--- config.mk ---
export PLATFORM = sky130hd
export DESIGN_NAME = morse_pulse_decoder
export DESIGN_NICKNAME = d
export VERILOG_FILES = /design/src/hdl/mpd_pkg.sv /design/src/hdl/morse_pulse_decoder.sv /design/src/hdl/mpd_csr.sv
export SDC_FILE = /design/constraint.sdc
export NUM_CORES = 1
export LEC_CHECK = 0
export BUFFER_PORTS_ARGS = -buffer_cell sky130_fd_sc_hd__buf_2
export CAP_MARGIN = 20
export CELL_PAD_IN_SITES_DETAIL_PLACEMENT = 1
export CELL_PAD_IN_SITES_GLOBAL_PLACEMENT = 1
export CORE_MARGIN = 10
export CORE_UTILIZATION = 40
export CTS_CLUSTER_DIAMETER = 100
export DETAILED_ROUTE_END_ITERATION = 8
export GPL_TIMING_DRIVEN = 0
export PLACE_DENSITY_LB_ADDON = 0.1
export SLEW_MARGIN = 20
export SYNTH_ARGS = -nofsm -noshare
export SYNTH_HDL_FRONTEND = slang
export SYNTH_SLANG_ARGS = --single-unit
--- constraint.sdc ---
create_clock -name clock -period 17.3 [get_ports clock]
set_input_delay 3.46 -clock clock [delete_from_list [all_inputs] [get_ports clock]]
set_output_delay 3.46 -clock clock [all_outputs]
set_load 0.03 [all_outputs]
--- src/hdl/mpd_pkg.sv ---
// Shared types, constants and the letter lookup for the Morse pulse decoder.
package mpd_pkg;

   // Timer and symbol buffer sizing
   localparam int TIMER_BITS  = 16;
   localparam int MAX_SYMBOLS = 5;
   localparam int OVF_BITS    = 16;
   localparam int LEN_BITS    = 32;
   localparam int SYM_W       = MAX_SYMBOLS;
   localparam int CNT_W       = $clog2(MAX_SYMBOLS + 2);
   localparam int NUM_LETTERS = 26;
   localparam int LETTER_W    = 5;
   localparam int CSR_IDX_W   = 2;

   localparam logic [OVF_BITS-1:0] OVF_MAX     = '1;
   localparam logic [CNT_W-1:0]    CNT_FULL    = CNT_W'(MAX_SYMBOLS);
   localparam logic [CNT_W-1:0]    CNT_TOOLONG = CNT_W'(MAX_SYMBOLS + 1);

   // Reset values of the thresholds
   localparam logic [LEN_BITS-1:0] DOT_MIN_RST   = LEN_BITS'(1966);
   localparam logic [LEN_BITS-1:0] DASH_MIN_RST  = LEN_BITS'(13100);
   localparam logic [LEN_BITS-1:0] SPACE_MIN_RST = LEN_BITS'(26000);

   // Event codes on the request side
   localparam logic OP_TICK = 1'b0;
   localparam logic OP_EDGE = 1'b1;

   // Register indexes
   typedef enum logic [CSR_IDX_W-1:0] {
      CSR_DOT_MIN   = 2'd0,
      CSR_DASH_MIN  = 2'd1,
      CSR_SPACE_MIN = 2'd2,
      CSR_UNUSED    = 2'd3
   } csr_idx_type;

   // Result kind
   typedef enum logic [1:0] {
      KIND_NONE     = 2'd0,
      KIND_DOT      = 2'd1,
      KIND_DASH     = 2'd2,
      KIND_BOUNDARY = 2'd3
   } kind_type;

   typedef struct packed {
      logic [LEN_BITS-1:0] dot_min;
      logic [LEN_BITS-1:0] dash_min;
      logic [LEN_BITS-1:0] space_min;
   } thresholds_type;

   typedef struct packed {
      logic                hit;
      logic [LETTER_W-1:0] idx;
   } letter_hit_type;

   // Morse codes of A..Z: length, and symbol i in bit i (1 = dash)
   localparam int LetterLen [NUM_LETTERS] = '{
      2, 4, 4, 3, 1, 4, 3, 4, 2, 4, 3, 4, 2,
      2, 3, 4, 4, 3, 3, 1, 3, 4, 3, 4, 4, 4
   };
   localparam int LetterBits [NUM_LETTERS] = '{
      2, 1, 5, 1, 0, 4, 3, 0, 0, 14, 5, 2, 3,
      1, 7, 6, 11, 2, 0, 1, 4, 8, 6, 9, 13, 3
   };

   // Match the buffered code against the alphabet; lowest letter wins
   function automatic letter_hit_type lookup_letter(input logic [SYM_W-1:0] bits,
                                                    input logic [CNT_W-1:0] count);
      letter_hit_type res;
      res = '0;
      for (int i = NUM_LETTERS - 1; i >= 0; i--) begin
         if (count == CNT_W'(LetterLen[i]) && bits == SYM_W'(LetterBits[i])) begin
            res.hit = 1'b1;
            res.idx = LETTER_W'(i);
         end
      end
      return res;
   endfunction

endpackage

--- src/hdl/morse_pulse_decoder.sv ---
// Morse pulse decoder top level: input stage, decode step, result register.
//
//   channel | direction | handshake               | payload
//   req     | in        | req_tvalid / req_tready | tdata: capture_time, tuser: op
//   rsp     | out       | rsp_tvalid / rsp_tready | tdata: letter_valid, letter_index;
//           |           |                         | tuser: symbol_kind
//   csr     | in        | csr_valid / csr_ready   | csr_index, csr_data
//
// One beat per cycle sustained while rsp is not stalled; a request beat goes into the input
// register, then through the decode step into the result register, from which it leaves on rsp.
// The decode step is one 32-bit subtract-and-add feeding the threshold compares; the
// letter match works on the buffered symbols.
// Reset (synchronous) empties both stages, clears the decoder state and reloads the
// default thresholds.
// A stalled rsp holds the result; the input stage takes one more beat, then req_tready drops.
module morse_pulse_decoder
   import mpd_pkg::*;
(
   input  logic                  clock,
   input  logic                  reset,
   input  logic                  req_tvalid,
   output logic                  req_tready,
   input  logic [TIMER_BITS-1:0] req_tdata,   // [15:0] capture_time
   input  logic                  req_tuser,   // [0] op
   output logic                  rsp_tvalid,
   input  logic                  rsp_tready,
   output logic [7:0]            rsp_tdata,   // [0] letter_valid, [5:1] letter_index, pad
   output logic [1:0]            rsp_tuser,   // [1:0] symbol_kind
   input  logic                  csr_valid,
   output logic                  csr_ready,
   input  logic [CSR_IDX_W-1:0]  csr_index,
   input  logic [LEN_BITS-1:0]   csr_data
);

   thresholds_type thr;

   mpd_csr u_csr (
      .clock      (clock),
      .reset      (reset),
      .csr_valid  (csr_valid),
      .csr_ready  (csr_ready),
      .csr_index  (csr_index),
      .csr_data   (csr_data),
      .thresholds (thr)
   );

   // Input stage
   logic                  in_valid_ff, in_valid_in;
   logic                  in_op_ff;
   logic [TIMER_BITS-1:0] in_cap_ff;

   // Decoder state
   logic [TIMER_BITS-1:0] last_edge_ff, last_edge_in;
   logic [OVF_BITS-1:0]   ovf_ff, ovf_in;
   logic [LEN_BITS-1:0]   mark_len_ff, mark_len_in;
   logic [LEN_BITS-1:0]   gap_len_ff, gap_len_in;
   logic                  level_ff, level_in;
   logic [SYM_W-1:0]      sym_bits_ff, sym_bits_in;
   logic [CNT_W-1:0]      sym_cnt_ff, sym_cnt_in;

   // Result register
   logic                  rsp_valid_ff, rsp_valid_in;
   kind_type              rsp_kind_ff, rsp_kind_in;
   logic                  rsp_lv_ff, rsp_lv_in;
   logic [LETTER_W-1:0]   rsp_idx_ff, rsp_idx_in;

   logic                  advance;
   logic [LEN_BITS-1:0]   span;
   logic [LEN_BITS-1:0]   gap_eff;
   logic                  is_dot, is_dash, is_gap;
   letter_hit_type        hit;

   // Item moves from input stage into result register
   assign advance    = in_valid_ff && (!rsp_valid_ff || rsp_tready);
   assign req_tready = !in_valid_ff || advance;

   assign rsp_tvalid = rsp_valid_ff;
   assign rsp_tuser  = rsp_kind_ff;
   assign rsp_tdata  = {2'b00, rsp_idx_ff, rsp_lv_ff};

   // Elapsed time since the last edge, modulo 2^32
   assign span = LEN_BITS'(in_cap_ff) - LEN_BITS'(last_edge_ff)
               + LEN_BITS'({ovf_ff, {TIMER_BITS{1'b0}}});

   assign gap_eff = level_ff ? gap_len_ff : span;
   assign is_dot  = level_ff && (thr.dot_min <= span) && (span < thr.dash_min);
   assign is_dash = level_ff && (thr.dash_min <= span);
   assign is_gap  = thr.space_min <= gap_eff;
   assign hit     = lookup_letter(sym_bits_ff, sym_cnt_ff);

   // Input stage load
   always_comb begin
      in_valid_in = in_valid_ff;
      if (req_tvalid && req_tready) in_valid_in = 1'b1;
      else if (advance)             in_valid_in = 1'b0;
   end

   // Decode step
   always_comb begin
      last_edge_in = last_edge_ff;
      ovf_in       = ovf_ff;
      mark_len_in  = mark_len_ff;
      gap_len_in   = gap_len_ff;
      level_in     = level_ff;
      sym_bits_in  = sym_bits_ff;
      sym_cnt_in   = sym_cnt_ff;
      rsp_kind_in  = rsp_kind_ff;
      rsp_lv_in    = rsp_lv_ff;
      rsp_idx_in   = rsp_idx_ff;
      if (advance) begin
         rsp_kind_in = KIND_NONE;
         rsp_lv_in   = 1'b0;
         rsp_idx_in  = '0;
         if (in_op_ff == OP_TICK) begin
            if (ovf_ff != OVF_MAX) ovf_in = ovf_ff + OVF_BITS'(1);
         end else begin
            if (level_ff) mark_len_in = span;
            else          gap_len_in  = span;
            last_edge_in = in_cap_ff;
            ovf_in       = '0;
            level_in     = !level_ff;
            if (is_dot || is_dash) begin
               rsp_kind_in = is_dot ? KIND_DOT : KIND_DASH;
               if (sym_cnt_ff < CNT_FULL) begin
                  sym_bits_in = sym_bits_ff | (SYM_W'(is_dash && !is_dot) << sym_cnt_ff);
                  sym_cnt_in  = sym_cnt_ff + CNT_W'(1);
               end else begin
                  sym_cnt_in  = CNT_TOOLONG;
               end
            end else if (is_gap) begin
               rsp_kind_in = KIND_BOUNDARY;
               rsp_lv_in   = hit.hit;
               rsp_idx_in  = hit.idx;
               sym_bits_in = '0;
               sym_cnt_in  = '0;
            end
         end
      end
   end

   // Result valid
   always_comb begin
      rsp_valid_in = rsp_valid_ff;
      if (advance)         rsp_valid_in = 1'b1;
      else if (rsp_tready) rsp_valid_in = 1'b0;
   end

   // Control and decoder state
   always_ff @(posedge clock) begin
      if (reset) begin
         in_valid_ff  <= 1'b0;
         rsp_valid_ff <= 1'b0;
         last_edge_ff <= '0;
         ovf_ff       <= '0;
         mark_len_ff  <= '0;
         gap_len_ff   <= '0;
         level_ff     <= 1'b0;
         sym_bits_ff  <= '0;
         sym_cnt_ff   <= '0;
      end else begin
         in_valid_ff  <= in_valid_in;
         rsp_valid_ff <= rsp_valid_in;
         last_edge_ff <= last_edge_in;
         ovf_ff       <= ovf_in;
         mark_len_ff  <= mark_len_in;
         gap_len_ff   <= gap_len_in;
         level_ff     <= level_in;
         sym_bits_ff  <= sym_bits_in;
         sym_cnt_ff   <= sym_cnt_in;
      end
   end

   // Payload registers
   always_ff @(posedge clock) begin
      if (req_tvalid && req_tready) begin
         in_op_ff  <= req_tuser;
         in_cap_ff <= req_tdata;
      end
      rsp_kind_ff <= rsp_kind_in;
      rsp_lv_ff   <= rsp_lv_in;
      rsp_idx_ff  <= rsp_idx_in;
   end

endmodule

--- src/hdl/mpd_csr.sv ---
// Threshold register file written through the csr channel.
module mpd_csr
   import mpd_pkg::*;
(
   input  logic                 clock,
   input  logic                 reset,
   input  logic                 csr_valid,
   output logic                 csr_ready,
   input  logic [CSR_IDX_W-1:0] csr_index,
   input  logic [LEN_BITS-1:0]  csr_data,
   output thresholds_type       thresholds
);

   thresholds_type thr_ff, thr_in;

   assign csr_ready  = 1'b1;
   assign thresholds = thr_ff;

   // Write decode; an unused index is dropped
   always_comb begin
      thr_in = thr_ff;
      if (csr_valid) begin
         case (csr_idx_type'(csr_index))
            CSR_DOT_MIN:   thr_in.dot_min   = csr_data;
            CSR_DASH_MIN:  thr_in.dash_min  = csr_data;
            CSR_SPACE_MIN: thr_in.space_min = csr_data;
            default:       thr_in = thr_ff;
         endcase
      end
   end

   always_ff @(posedge clock) begin
      if (reset) begin
         thr_ff.dot_min   <= DOT_MIN_RST;
         thr_ff.dash_min  <= DASH_MIN_RST;
         thr_ff.space_min <= SPACE_MIN_RST;
      end else begin
         thr_ff <= thr_in;
      end
   end

endmodule

=== After elaboration in Yosys (flattened, before gate mapping) ===
Index checks and enable logic that the tools add are counted.

* Flip-flop bits (word level): 196
* Output and inout port bits: 13
* Input port bits: 56

* Equality and inequality tests: 20
* Multiplexer cells: 42
* Bitwise operators: 3
* Add/sub/neg operators: 4
* Shift operators: 1
* Magnitude comparators: 5
* Reduce and logical (&&, ||, !) cells: 58

{| class="wikitable"
|+ Operator list
! kind !! count
|-
| $mux 6 || 26
|-
| $le 32x32->1 || 3
|-
| $add 32x32->32 || 1
|-
| $logic_and 1x1->1 || 32
|-
| $lt 32x32->1 || 1
|-
| $mux 16 || 2
|-
| $mux 32 || 1
|-
| $eq 5x4->1 const B || 5
|-
| $eq 5x3->1 const B || 4
|-
| $reduce_or 19->1 || 1
|-
| $sub 16x16->17 || 1
|-
| $add 16x1->16 const B || 1
|-
| $ne 16x16->1 const B || 1
|-
| $mux 5 || 3
|-
| $reduce_or 11->1 || 1
|-
| $eq 5x2->1 const B || 2
|-
| $reduce_and 2->1 || 5
|-
| $mux 3 || 3
|-
| $reduce_bool 2->1 || 4
|-
| $reduce_or 7->1 || 1
|-
| $eq 3x2->1 const B || 2
|-
| $mux 2 || 3
|-
| $eq 5x1->1 const B || 1
|-
| $logic_not 5->1 || 1
|-
| 19 further kinds || 28
|}

=== Longest topological paths before layout ===
* Word-level depth: 28
* Depth in mapped cells: 33

=== Hierarchy ===
From an unflattened synthesis, not the netlist that was laid out.

* Cells, all modules: 1351
* Area total of the unflattened synthesis: 12016.5 µm²

{| class="wikitable"
|+ Modules (own cells, without submodules)
! module !! area an instance (µm²) !! seq. area each (µm²) !! cells an instance !! times used
|-
| morse_pulse_decoder || 8127.8 || 2252.2 || 986 || 1
|-
| mpd_csr || 3888.7 || 1921.8 || 365 || 1
|}

=== Worst setup path after synthesis ===
No wires, ideal clock.

* Kind: input to output
* Start: input port rsp_tready
* End: output port req_tready
* Required time: 13.840 ns
* Buffers on the path: 0
* Cell stages on the path: 2
* Path slack: 10.003 ns
* Arrival time: 3.837 ns
* Path through: nor2b_1 > nand2_1

* Longest elaborated chain between the ends: 3

{| class="wikitable"
|+ Ends and longest elaborated chain
! element !! RTL line !! text
|-
| start, declared || morse_pulse_decoder.sv:26 || <nowiki>input logic rsp_tready,</nowiki>
|-
| $logic_or 1x1->1 || morse_pulse_decoder.sv:74 || <nowiki>assign advance = in_valid_ff && (!rsp_valid_ff || rsp_tready);</nowiki>
|-
| $logic_and 1x1->1 || morse_pulse_decoder.sv:74 ||
|-
| $logic_or 1x1->1 || morse_pulse_decoder.sv:75 || <nowiki>assign req_tready = !in_valid_ff || advance;</nowiki>
|-
| end, declared || morse_pulse_decoder.sv:22 || <nowiki>output logic req_tready,</nowiki>
|}

Every way passes these cells.

=== Final worst setup path ===
* Start: register in_cap_ff[0]
* End: register sym_cnt_ff[0]

* Longest elaborated chain between the ends: 8

{| class="wikitable"
|+ Ends and longest elaborated chain
! element !! RTL line !! text
|-
| start, declared || morse_pulse_decoder.sv:50 || <nowiki>logic [TIMER_BITS-1:0] in_cap_ff;</nowiki>
|-
| start signal, assigned || morse_pulse_decoder.sv:177 || <nowiki>in_cap_ff <= req_tdata;</nowiki>
|-
| $sub 16x16->17 * || morse_pulse_decoder.sv:82 || <nowiki>assign span = LEN_BITS'(in_cap_ff) - LEN_BITS'(last_edge_ff)</nowiki>
|-
| $add 32x32->32 * || morse_pulse_decoder.sv:83 || <nowiki>+ LEN_BITS'({ovf_ff, {TIMER_BITS{1'b0}}});</nowiki>
|-
| $le 32x32->1 || morse_pulse_decoder.sv:86 || <nowiki>assign is_dot = level_ff && (thr.dot_min <= span) && (span < thr.dash_min);</nowiki>
|-
| $logic_and 1x1->1 (2 in series) || morse_pulse_decoder.sv:86 ||
|-
| $logic_or 1x1->1 || morse_pulse_decoder.sv:122 || <nowiki>if (is_dot || is_dash) begin</nowiki>
|-
| $reduce_bool 2->1 (no source line) || n/a ||
|-
| $reduce_and 3->1 (no source line) || n/a ||
|-
| end signal, assigned || morse_pulse_decoder.sv:169 || <nowiki>sym_cnt_ff <= sym_cnt_in;</nowiki>
|-
| end, declared || morse_pulse_decoder.sv:59 || <nowiki>logic [CNT_W-1:0] sym_cnt_ff, sym_cnt_in;</nowiki>
|}

Mark *: on every way between the ends. The rest lies on a longest branch, timed or not.
A chain may end at the register's enable or synchronous reset.

==> impl_metrics.toml <==
[sta]
skew_ns = 0.0223
fin_tns_setup_ns = 0
worst_slew_pin_slew_ns = 0.810
hold_slack_ns = 0.457
rsz0062_at_grt = "no"
setup_viol = 0
final_hold_viol_count = 0
min_period_ns = 8.67
fmax_mhz = 115
period_share = 0.501
maxSlewHeadroom = 0.460
slew_violations = 0

[run]
maxCapViolations = 0

[logic_synthesis]
syn_inst = 1411
synth_common_cells = "nand2_1, a21oi_1, dfxtp_1, ha_1, nor2_1"
netlist_area_sq_um = 11400
post-synth-top-area-cell = "dfxtp_1"
synth-async-reset-ratio = 0
syn_avg_cell_area_sq_um = 8.08
synth_seq_cells = 196
ys.flop_type = "dfxtp_1"
synth-warning-count = 0
synth_area_leaders = "dfxtp_1, ha_1, nand2_1, a21oi_1, edfxtp_1"
yosysMostFrequentCell = "nand2_1"
synth_cell_types = 75
yosysSeqAreaShare = 0.366
synth_top_area_share = 0.300
synth_edf_count = 25

[setup_path]
startpoint = "in_cap_ff[0]"
end_kind = "register"
critPathSlowestCell = "or4_1"
critPathTopFamily = "compound AO/OA/AOI/OAI gates"
r2r_end = "sym_cnt_ff[0]"
required_ns = 17.69
timing.rr.start = "in_cap_ff[0]"
cp_data_arrival_time_ns = 9.06
crit_cells = 32
cp_max_fo = 16
regToRegSetupSlack_ns = 8.63
r2r_cells = 32
critPathCapture = "sym_cnt_ff[0]"
slowest_delay_ns = 0.60
critPathBufInv = 3
crit_type = "register to register"
critPathLaunchType = "register"

[floorplan]
die_h_microns = 189
core-area_sq_um = 27900
die_w_microns = 189
io_pins = 69
fp-row-count = 61
start_util = 0.408
dieArea_sq_um = 35700

[power]
irDropWorstVdd_mv = 0.0672
p_leak_nw = 5.29
power_mw = 1.12
p_per_area_nw_per_um2 = 87.6

[finish]
nets = 1685
utilization = 0.458
area_delta_synth_final_pct = 12.2
diodes = 0
fill_cells = 3451
drive_gt1_frac = 0.0762

[route]
via_per_inst = 5.46
drc = 0
drtIter0Drc = 509
drtPass1Iterations = 4
routed_wl_microns = 35800
antenna_left = 0
avgRoutedWirePerCell_microns = 19.0
routed-via-count = 10300

[clocking]
htreeDepth = 4
clock-root-buffer = "clkbuf_16"
cts_max_path_buffers = 2
cts_resized = 0
clkSinkCount = 196
tritoncts = "done"
cts_inserted_buffers = 17
hold_buffers = 0
clkLatencyLatePin_ns = 0.46
post_cts_buffers = 0
clkTransAtPathRegs_ns = 0.08

[global_routing]
track_usage = 0.202
antenna_found_initial = 0
grt_overflow = 0
grt_pass1_wl_microns = 58000
grt_pass1_vias = 10700
grt_max_degree = 20

[min_path]
hold_class = "register to register"
hold_path_depth = 2

[outcome]
status = "complete, no violations"

[placed_design]
dpl.hpwl_microns = 28100
port_buffers = 65
gp_congestion = 0.891
==> cells in the final DEF, fill, tap and decap left out, types with 13 or more instances in the layout <==
| cell | netlist | routed |
|---|---|---|
| nand2_1 | 316 | 316 |
| a21oi_1 | 193 | 193 |
| dfxtp_1 | 171 | 171 |
| ha_1 | 131 | 131 |
| nor2_1 | 84 | 84 |
| buf_2 | 0 | 65 |
| clkbuf_1 | 61 | 61 |
| inv_1 | 51 | 51 |
| o21ai_0 | 49 | 49 |
| nand3_1 | 41 | 41 |
| edfxtp_1 | 25 | 25 |
| nor3_1 | 20 | 20 |
| xor2_1 | 20 | 20 |
| xnor2_1 | 18 | 18 |
| nand4_1 | 18 | 18 |
| clkbuf_16 | 0 | 17 |
| mux2i_1 | 16 | 16 |
| a21o_1 | 16 | 16 |
| o21a_1 | 14 | 14 |
| a211oi_1 | 13 | 13 |
==> how the worst min path moves through the flow <==
| stage | from | endpoint | slack [ns] |
|---|---|---|---|
| finish | gap_len_ff[7] | gap_len_ff[7] | 0.46 |
| global route | last_edge_ff[4] | last_edge_ff[4] | 0.48 |
| CTS | last_edge_ff[7] | last_edge_ff[7] | 0.46 |
| detailed placement | last_edge_ff[7] | last_edge_ff[7] | 0.45 |
| global placement | gap_len_ff[0] | gap_len_ff[0] | 0.44 |
| floorplan | gap_len_ff[0] | gap_len_ff[0] | 0.43 |
==> metal layers <==
layer / global-route usage / vias to the layer above / wire length, microns
met4: 0.0617 / 0 / 747
met1: 0.260 / 5026 / 16800
li1: - / 5092 / -
met3: 0.0281 / 38 / 1090
met2: 0.344 / 156 / 17200
met5: 0 / - / 0
==> power by group <==
group,internal (mW),total [mW],switching [mW],leakage (nW)
registers,0.477,0.487,0.0102,1.63
clock network,0.206,0.416,0.210,0.290
logic,0.0778,0.218,0.140,3.37
total,0.761,1.12,0.360,5.29
==> cell type report <==
| cell class | instances | area [sq um] | area share |
|---|---|---|---|
| plain buffers | 67 | 267 | 0.0208 |
| clock buffers | 17 | 425 | 0.0332 |
| clock inverters | 15 | 168 | 0.0131 |
| inverters | 54 | 203 | 0.0158 |
| multi-input cells | 1095 | 6770 | 0.529 |
| flip-flops and latches | 196 | 4170 | 0.326 |
| well taps | 378 | 473 | 0.0370 |
| repair buffers | 65 | 325 | 0.0254 |
==> state kept, by name, summed over array words and instances, names as in the netlist <==
| name | flops |
|---|---|
| rsp_lv_ff | 1 |
| in_cap_ff | 16 |
| level_ff | 1 |
| ovf_ff | 16 |
| in_valid_ff | 1 |
| rsp_tuser | 2 |
| rsp_tvalid | 1 |
| sym_cnt_ff | 3 |
| gap_len_ff | 32 |
| in_op_ff | 1 |
| last_edge_ff | 16 |
| sym_bits_ff | 5 |
| rsp_idx_ff | 5 |
| u_csr.thresholds | 96 |
==> per-stage QoR <==
stage               cells  instance area, sq um  setup WS [ns]
floorplan            1412                 11400          10.00
global placement     1855                 12200           8.93
detailed placement   1855                 12200           8.84
CTS                  1887                 12800           8.71
global route         1887                 12800           8.00
finish               1887                 12800           8.63
==> worst min-delay path: stages (launching register included) <==
cell and delay (ns):
dfxtp_1 0.31, nand2_1 0.05, a21oi_1 0.05
==> kinds of logic after synthesis <==
| kind of cell | synth area share |
|---|---|
| flip-flops | 0.366 |
| AO/OA/AOI/OAI | 0.181 |
| XOR/XNOR | 0.0331 |
| other | 0.000659 |
| multiplexers | 0.0150 |
| adder cells (fa/ha/maj) | 0.147 |
| buffers and inverters | 0.0411 |
| AND/OR/NAND/NOR | 0.216 |
(Power assumes the default switching activity.)
